File: src/sv/hsv2rgb_pkg.sv
// Shared types and constants for the HSV to RGB converter.
// No dependencies.
package hsv2rgb_pkg;

    localparam int unsigned FX_W = 17;          // fixed point, 65536 = 1.0
    localparam logic [16:0] FX_ONE = 17'd65536;
    localparam logic [15:0] HUE_FULL = 16'd46080; // 360 degrees
    localparam logic [15:0] HUE_SECTOR = 16'd7680; // 60 degrees

    // reciprocal of 15 for the fraction scaling, (2^24 - 1) / 15
    localparam logic [20:0] RECIP_15 = 21'd1118481;
    localparam logic [19:0] FIFTEEN = 20'd15;

    typedef logic [FX_W-1:0] t_fx;

    typedef enum logic [2:0] {
        SEC_RED_YEL = 3'd0,
        SEC_YEL_GRN = 3'd1,
        SEC_GRN_CYN = 3'd2,
        SEC_CYN_BLU = 3'd3,
        SEC_BLU_MAG = 3'd4,
        SEC_MAG_RED = 3'd5
    } t_sector;

    typedef struct packed {
        logic [15:0] hue;
        t_fx         saturation;
        t_fx         brightness;
    } t_hsv;

    typedef struct packed {
        t_fx red;
        t_fx green;
        t_fx blue;
    } t_rgb;

endpackage

File: src/sv/hsv_to_rgb_converter_core.sv
// HSV to RGB converter, six-stage pipeline, one colour word per clock.
// Depends on hsv2rgb_pkg.
//
//  channel   dir  handshake           word
//  -------   ---  ------------------  -------------------------------
//  command   in   start (busy = 0)    i_hsv : hue, saturation, value
//  result    out  o_valid strobe      o_rgb : red, green, blue
//
// The accepting edge loads the stage 1 registers and the result strobe
// comes from the stage 6 register; a new word may be issued every cycle,
// so throughput is one word per clock: every stage does its share of the
// work and no stage is used twice for the same word.
// busy is never raised: the pipeline has no back-pressure and the
// receiver cannot stall, so each result is shown for one cycle only.
// Synchronous active-low reset clears the valid bits; data is not reset.
module hsv_to_rgb_converter_core
    import hsv2rgb_pkg::*;
(
    input  logic i_clk,
    input  logic i_rst_n,
    input  logic start,
    output logic busy,
    input  t_hsv i_hsv,
    output logic o_valid,
    output t_rgb o_rgb
);

    // ---------------------------------------------------------------
    // Stage 1: zero hue at or above 360, split into sector and remainder, clamp s and v
    // ---------------------------------------------------------------
    logic [15:0] n_h;
    t_sector     n_sec1;
    logic [12:0] n_rem1;
    t_fx         n_s1;
    t_fx         n_v1;

    logic        r_vld1;
    t_sector     r_sec1;
    logic [12:0] r_rem1;
    t_fx         r_s1;
    t_fx         r_v1;

    always_comb begin
        n_h  = (i_hsv.hue >= HUE_FULL) ? 16'd0 : i_hsv.hue;
        n_s1 = (i_hsv.saturation > FX_ONE) ? FX_ONE : i_hsv.saturation;
        n_v1 = (i_hsv.brightness > FX_ONE) ? FX_ONE : i_hsv.brightness;
        // sector search by compare against multiples of 60 degrees
        if (n_h >= 16'(5 * HUE_SECTOR)) begin
            n_sec1 = SEC_MAG_RED;
            n_rem1 = 13'(n_h - 16'(5 * HUE_SECTOR));
        end else if (n_h >= 16'(4 * HUE_SECTOR)) begin
            n_sec1 = SEC_BLU_MAG;
            n_rem1 = 13'(n_h - 16'(4 * HUE_SECTOR));
        end else if (n_h >= 16'(3 * HUE_SECTOR)) begin
            n_sec1 = SEC_CYN_BLU;
            n_rem1 = 13'(n_h - 16'(3 * HUE_SECTOR));
        end else if (n_h >= 16'(2 * HUE_SECTOR)) begin
            n_sec1 = SEC_GRN_CYN;
            n_rem1 = 13'(n_h - 16'(2 * HUE_SECTOR));
        end else if (n_h >= HUE_SECTOR) begin
            n_sec1 = SEC_YEL_GRN;
            n_rem1 = 13'(n_h - HUE_SECTOR);
        end else begin
            n_sec1 = SEC_RED_YEL;
            n_rem1 = 13'(n_h);
        end
    end

    // ---------------------------------------------------------------
    // Stage 2: f estimate = (rem * 128) / 15 by reciprocal, and p
    // ---------------------------------------------------------------
    logic [19:0] n_x2;
    logic [40:0] n_prod2;
    logic [33:0] n_pprod2;

    logic        r_vld2;
    t_sector     r_sec2;
    logic [19:0] r_x2;
    logic [15:0] r_qe2;
    t_fx         r_p2;
    t_fx         r_s2;
    t_fx         r_v2;

    assign n_x2     = {r_rem1, 7'd0};
    assign n_prod2  = 41'(n_x2) * 41'(RECIP_15);
    assign n_pprod2 = 34'(r_v1) * 34'(FX_ONE - r_s1);

    // ---------------------------------------------------------------
    // Stage 3: correct the estimate (low by at most one)
    // ---------------------------------------------------------------
    logic [19:0] n_res3;
    logic [15:0] n_f3;

    logic        r_vld3;
    t_sector     r_sec3;
    logic [15:0] r_f3;
    t_fx         r_p3;
    t_fx         r_s3;
    t_fx         r_v3;

    always_comb begin
        n_res3 = r_x2 - ({r_qe2, 4'd0} - 20'(r_qe2));
        n_f3   = (n_res3 >= FIFTEEN) ? r_qe2 + 16'd1 : r_qe2;
    end

    // ---------------------------------------------------------------
    // Stage 4: s*f and s*(1-f)
    // ---------------------------------------------------------------
    logic [33:0] n_sf4;
    logic [33:0] n_sf14;

    logic        r_vld4;
    t_sector     r_sec4;
    t_fx         r_sf4;
    t_fx         r_sf14;
    t_fx         r_p4;
    t_fx         r_v4;

    assign n_sf4  = 34'(r_s3) * 34'(r_f3);
    assign n_sf14 = 34'(r_s3) * 34'(FX_ONE - 17'(r_f3));

    // ---------------------------------------------------------------
    // Stage 5: q = v(1-sf), t = v(1-s(1-f))
    // ---------------------------------------------------------------
    logic [33:0] n_q5;
    logic [33:0] n_t5;

    logic        r_vld5;
    t_sector     r_sec5;
    t_fx         r_q5;
    t_fx         r_t5;
    t_fx         r_p5;
    t_fx         r_v5;

    assign n_q5 = 34'(r_v4) * 34'(FX_ONE - r_sf4);
    assign n_t5 = 34'(r_v4) * 34'(FX_ONE - r_sf14);

    // ---------------------------------------------------------------
    // Stage 6: six-way channel select into the output register
    // ---------------------------------------------------------------
    t_rgb n_rgb;
    logic r_vld6;
    t_rgb r_rgb;

    always_comb begin
        case (r_sec5)
            SEC_RED_YEL: n_rgb = '{red: r_v5, green: r_t5, blue: r_p5};
            SEC_YEL_GRN: n_rgb = '{red: r_q5, green: r_v5, blue: r_p5};
            SEC_GRN_CYN: n_rgb = '{red: r_p5, green: r_v5, blue: r_t5};
            SEC_CYN_BLU: n_rgb = '{red: r_p5, green: r_q5, blue: r_v5};
            SEC_BLU_MAG: n_rgb = '{red: r_t5, green: r_p5, blue: r_v5};
            default:     n_rgb = '{red: r_v5, green: r_p5, blue: r_q5};
        endcase
    end

    // valid bits, reset
    always_ff @(posedge i_clk) begin
        if (!i_rst_n) begin
            r_vld1 <= 1'b0;
            r_vld2 <= 1'b0;
            r_vld3 <= 1'b0;
            r_vld4 <= 1'b0;
            r_vld5 <= 1'b0;
            r_vld6 <= 1'b0;
        end else begin
            r_vld1 <= start && !busy;
            r_vld2 <= r_vld1;
            r_vld3 <= r_vld2;
            r_vld4 <= r_vld3;
            r_vld5 <= r_vld4;
            r_vld6 <= r_vld5;
        end
    end

    // data path, no reset
    always_ff @(posedge i_clk) begin
        r_sec1 <= n_sec1;
        r_rem1 <= n_rem1;
        r_s1   <= n_s1;
        r_v1   <= n_v1;

        r_sec2 <= r_sec1;
        r_x2   <= n_x2;
        r_qe2  <= n_prod2[39:24];
        r_p2   <= n_pprod2[32:16];
        r_s2   <= r_s1;
        r_v2   <= r_v1;

        r_sec3 <= r_sec2;
        r_f3   <= n_f3;
        r_p3   <= r_p2;
        r_s3   <= r_s2;
        r_v3   <= r_v2;

        r_sec4 <= r_sec3;
        r_sf4  <= n_sf4[32:16];
        r_sf14 <= n_sf14[32:16];
        r_p4   <= r_p3;
        r_v4   <= r_v3;

        r_sec5 <= r_sec4;
        r_q5   <= n_q5[32:16];
        r_t5   <= n_t5[32:16];
        r_p5   <= r_p4;
        r_v5   <= r_v4;

        r_rgb  <= n_rgb;
    end

    assign busy    = 1'b0;
    assign o_valid = r_vld6;
    assign o_rgb   = r_rgb;

    // ---------------------------------------------------------------
    // Assertions
    // ---------------------------------------------------------------
    // every issued word comes out as a result strobe
    a_latency: assert property (@(posedge i_clk) disable iff (!i_rst_n)
        start |-> ##6 o_valid)
        else $error("result strobe missing six cycles after start");

    // results never exceed one
    a_range: assert property (@(posedge i_clk) disable iff (!i_rst_n)
        o_valid |-> (o_rgb.red <= FX_ONE && o_rgb.green <= FX_ONE
                     && o_rgb.blue <= FX_ONE))
        else $error("colour channel above full scale");

    // one channel always carries the value unchanged
    a_max_is_v: assert property (@(posedge i_clk) disable iff (!i_rst_n)
        o_valid |-> (o_rgb.red == $past(r_v5) || o_rgb.green == $past(r_v5)
                     || o_rgb.blue == $past(r_v5)))
        else $error("no channel equals the value input");

endmodule
File: config.mk
export PLATFORM = sky130hd
export DESIGN_NAME = hsv_to_rgb_converter_core
export DESIGN_NICKNAME = d
export VERILOG_FILES = /design/src/sv/hsv2rgb_pkg.sv /design/src/sv/hsv_to_rgb_converter_core.sv
export SDC_FILE = /design/constraint.sdc
export NUM_CORES = 2
export LEC_CHECK = 0
export BUFFER_PORTS_ARGS = -buffer_cell sky130_fd_sc_hd__buf_2
export CAP_MARGIN = 5
export CORE_UTILIZATION = 25
export CTS_CLUSTER_SIZE = 20
export DETAILED_ROUTE_END_ITERATION = 10
export GPL_TIMING_DRIVEN = 0
export PLACE_DENSITY = 0.44
export SETUP_SLACK_MARGIN = 0.05
export SLEW_MARGIN = 5
export SYNTH_ARGS = -nofsm -noshare
export SYNTH_HDL_FRONTEND = slang
export SYNTH_SLANG_ARGS = --single-unit
File: constraint.sdc
create_clock -name i_clk -period 12.98 [get_ports i_clk]
set_clock_uncertainty 0.2 [all_clocks]
set_input_delay 0.649 -clock i_clk [delete_from_list [all_inputs] [get_ports i_clk]]
set_output_delay 0.649 -clock i_clk [all_outputs]
set_load 0.02 [all_outputs]
==> impl_metrics.prom <==
# TYPE chip_impl_metric gauge
chip_impl_metric{name="synth_edf_count",unit=""} 0
chip_impl_metric{name="place.gp.congestion",unit=""} 0.8766
chip_impl_metric{name="route.detailed.drc",unit=""} 0
chip_impl_metric{name="timing.critical_path.arrival",unit="ns"} 10.64
chip_impl_metric{name="ioPinCount",unit=""} 106
chip_impl_info{name="ys.flop_type",value="dfxtp_1"} 1
chip_impl_metric{name="grt_pass1_vias",unit=""} 47430
chip_impl_metric{name="route.vias.total",unit=""} 43390
chip_impl_metric{name="start_util",unit=""} 0.2512
chip_impl_metric{name="final-hold-violation-count",unit=""} 0
chip_impl_metric{name="drt-wirelength-per-cell",unit="um"} 18.41
chip_impl_metric{name="postCtsSetupRepairBufs",unit=""} 0
chip_impl_metric{name="cp_num_buf_inv",unit=""} 7
chip_impl_metric{name="clock_path_buffers",unit=""} 3
chip_impl_metric{name="route.antenna.remaining_nets",unit=""} 0
chip_impl_info{name="cpLargestDelayFamily",value="compound AO/OA/AOI/OAI gates"} 1
chip_impl_metric{name="synth_cells",unit=""} 6610
chip_impl_metric{name="clock_sink_count",unit=""} 402
chip_impl_metric{name="post_synth.cell_area_avg",unit="um2"} 9.131
chip_impl_metric{name="detailed_place_hpwl",unit="um"} 152700
chip_impl_metric{name="crit_path_max_fanout",unit=""} 10
chip_impl_metric{name="timing.final.max_slew_violations",unit=""} 0
chip_impl_info{name="synth.top_cells.by_area",value="fa_1 (39%), dfxtp_1 (13%), ha_1 (13%)"} 1
chip_impl_metric{name="worst-slew-pin-transition",unit="ns"} 1.399
chip_impl_metric{name="finalSetupViolCount",unit=""} 0
chip_impl_metric{name="grt_use_total",unit=""} 0.1547
chip_impl_metric{name="drc_violation_total_after_the_first_tritonroute_iteration",unit=""} 2148
chip_impl_metric{name="detail_route.vias_per_cell",unit=""} 4.335
chip_impl_info{name="tritoncts_clock_tree",value="yes"} 1
chip_impl_metric{name="clk_transition_reported_paths",unit="ns"} 0.07
chip_impl_metric{name="highest_clock_rate",unit="MHz"} 97.63
chip_impl_metric{name="finish.net_count",unit=""} 8621
chip_impl_info{name="cp_endpoint_kind",value="flop"} 1
chip_impl_info{name="synth_top_cell_by_area",value="fa_1"} 1
chip_impl_metric{name="fill_cells",unit=""} 25780
chip_impl_metric{name="ys_ff_latch",unit=""} 402
chip_impl_metric{name="wirelength",unit="um"} 184300
chip_impl_metric{name="postSynthNetCount",unit=""} 8450
chip_impl_metric{name="sequential_fraction_of_the_synthesis_area",unit=""} 0.1333
chip_impl_metric{name="grt_start_max_net_pins",unit=""} 16
chip_impl_metric{name="buffer_ports.inserted",unit=""} 104
chip_impl_metric{name="cts-buffers-inserted",unit=""} 46
chip_impl_metric{name="synth_xor_area_frac",unit=""} 0.02699
chip_impl_metric{name="grt_antenna_before_repair",unit=""} 22
chip_impl_info{name="critical_path.startpoint_type",value="flop"} 1
chip_impl_metric{name="drive_above_1_share",unit=""} 0.04062
chip_impl_info{name="grt_setup_unrepaired",value="no"} 1
chip_impl_metric{name="core_area",unit="um2"} 240300
chip_impl_metric{name="die_width",unit="um"} 493.4
chip_impl_metric{name="delay_of_the_slowest_cell_on_the_worst_path",unit="ns"} 0.79
chip_impl_metric{name="max_cap_viol_count",unit=""} 0
chip_impl_info{name="path_common_cell",value="inv_1"} 1
chip_impl_metric{name="max_slew_margin",unit=""} 0.06443
chip_impl_metric{name="syn-cell-area",unit="um2"} 60360
chip_impl_metric{name="layout_worst_path_cycle_share",unit=""} 0.7891
chip_impl_info{name="yosysMostFrequentCell",value="inv_1"} 1
chip_impl_info{name="synth_top_family_by_area",value="adder cells"} 1
chip_impl_metric{name="rows",unit=""} 180
chip_impl_metric{name="synth_adder_area_share",unit=""} 0.5150
chip_impl_metric{name="cp.required",unit="ns"} 13.38
chip_impl_metric{name="fp.dieH",unit="um"} 493.4
chip_impl_metric{name="finalWorstPathRequiredPeriod",unit="ns"} 10.24
chip_impl_info{name="cp_slowest_cell",value="xor2_2"} 1
chip_impl_metric{name="yosys.area.top_type_share",unit=""} 0.3854
chip_impl_info{name="min_path_type",value="in2reg"} 1
chip_impl_metric{name="compound_gate_fraction_of_synth_area",unit=""} 0.04478
chip_impl_metric{name="cts.htree.levels",unit=""} 2
chip_impl_info{name="cts.root.buffer_cell",value="clkbuf_16"} 1
chip_impl_metric{name="post_synth_and_or_nand_nor_area_fraction",unit=""} 0.1558
chip_impl_metric{name="die-area",unit="um2"} 243400
chip_impl_metric{name="area_delta_synth_final",unit="%"} 10.67
chip_impl_metric{name="ys_async_sr_fraction",unit=""} 0
chip_impl_info{name="critPathKind",value="reg2reg"} 1
chip_impl_metric{name="multiplexer_share_of_the_synthesized_area",unit=""} 0.01221
chip_impl_metric{name="insertion_delay",unit="ns"} 0.66
chip_impl_info{name="outcome",value="complete, no violations"} 1
chip_impl_metric{name="finalSetupTns",unit="ns"} 0
chip_impl_info{name="synth.top_cells.by_count",value="inv_1 (1498), fa_1 (1162), nand2_1 (940), ha_1 (625), and2_1 (528)"} 1
chip_impl_metric{name="yosys_warnings",unit=""} 0
chip_impl_metric{name="global_route.overflow_total",unit=""} 0
chip_impl_metric{name="cell_area_after_placement",unit="um2"} 64960
chip_impl_metric{name="number_of_distinct_library_cells_after_synthesis",unit=""} 83
chip_impl_metric{name="global_route_wire_length_before_repair",unit="um"} 288300
chip_impl_metric{name="fin_area",unit="um2"} 66800
chip_impl_metric{name="drt_pre_antenna_iters",unit=""} 5
==> final timing paths <==
kind	from	end	slack, ns	cells past startpoint
setup / recovery	r_s1[0]	r_p2[16]	2.74	31
hold / removal	i_hsv[6]	r_v1[6]	0.05	2
hold reg to reg	r_v2[9]	r_v3[9]	0.10	0
setup reg to reg	r_s1[0]	r_p2[16]	2.74	31
==> metrics by stage <==
stage                       util  setup WS (ns)  instances  hold slack (ns)
after global placement    0.2699          2.413       9899           0.1110
after CTS                 0.2779          2.618      10000         0.003326
after floorplan                -          5.288       6610           0.1096
after global routing      0.2779          2.165      10010          0.01917
final                     0.2780          2.737      10010          0.05160
after detailed placement  0.2703          2.674       9903           0.1121
==> placed cells by master (no fill, tap or decap), drive strengths merged, types with 9 or more instances in the layout <==
cell,n
ha,625
a22oi,17
nand2b,9
and2,528
dfxtp,402
o21a,27
nand2,940
fa,1162
or2,33
xnor2,137
clkbuf,325
nor2b,45
nand4,15
dlygate4sd3,15
a21o,27
mux2,18
a221o,18
nor3b,22
nor3,53
nand3,32
a211oi,10
or3,18
a21oi,143
o21ai,72
a31oi,12
inv,1506
mux2i,53
nor4,27
nor2,195
and3,26
clkinv,13
buf,134
xor2,49
o21bai,11
==> kinds of logic after synthesis <==
kind of cell,Yosys count
simple gates,1958
buf+inv,1795
fa+ha+maj,1787
compound gates,410
flops,402
xor+xnor,186
mux,71
other cells,1
==> cell type report <==
cell class / count / area, um2 / share of cell area
buffer: 297 / 1130 / 0.01691
clock inverter: 32 / 436.7 / 0.006537
multi-input combinational: 4413 / 45620 / 0.6830
tap: 3185 / 3985 / 0.05966
timing repair buffer: 123 / 704.4 / 0.01055
inverter: 1498 / 5623 / 0.08418
antenna: 7 / 17.52 / 0.0002622
clock buffer: 54 / 1231 / 0.01843
sequential: 402 / 8048 / 0.1205
==> timing repair <==
item,CTS,global route
resized for setup,0,0
hold endpoints to repair,15,0
hold buffers,15,0
==> state kept, by name (all words and copies together) (netlist names), 13 cells and up <==
| signal | flops |
|---|---|
| o_rgb | 51 |
| r_p2 | 17 |
| r_p3 | 17 |
| r_p4 | 17 |
| r_p5 | 17 |
| r_q5 | 17 |
| r_s1 | 17 |
| r_s2 | 17 |
| r_s3 | 17 |
| r_sf14 | 17 |
| r_sf4 | 17 |
| r_t5 | 17 |
| r_v1 | 17 |
| r_v2 | 17 |
| r_v3 | 17 |
| r_v4 | 17 |
| r_v5 | 17 |
| r_f3 | 16 |
| r_qe2 | 16 |
| r_rem1 | 13 |
| r_x2 | 13 |
==> metal layers <==
layer / share of wire / global-route usage
met2: 0.48 / 0.2644
met4: 0.020 / 0.03063
met3: 0.049 / 0.02063
met1: 0.45 / 0.2078
met5: 0.000049 / 0
Power is not shown: default switching activity piles up to over one toggle a cycle in this logic, so the estimate is an artifact.
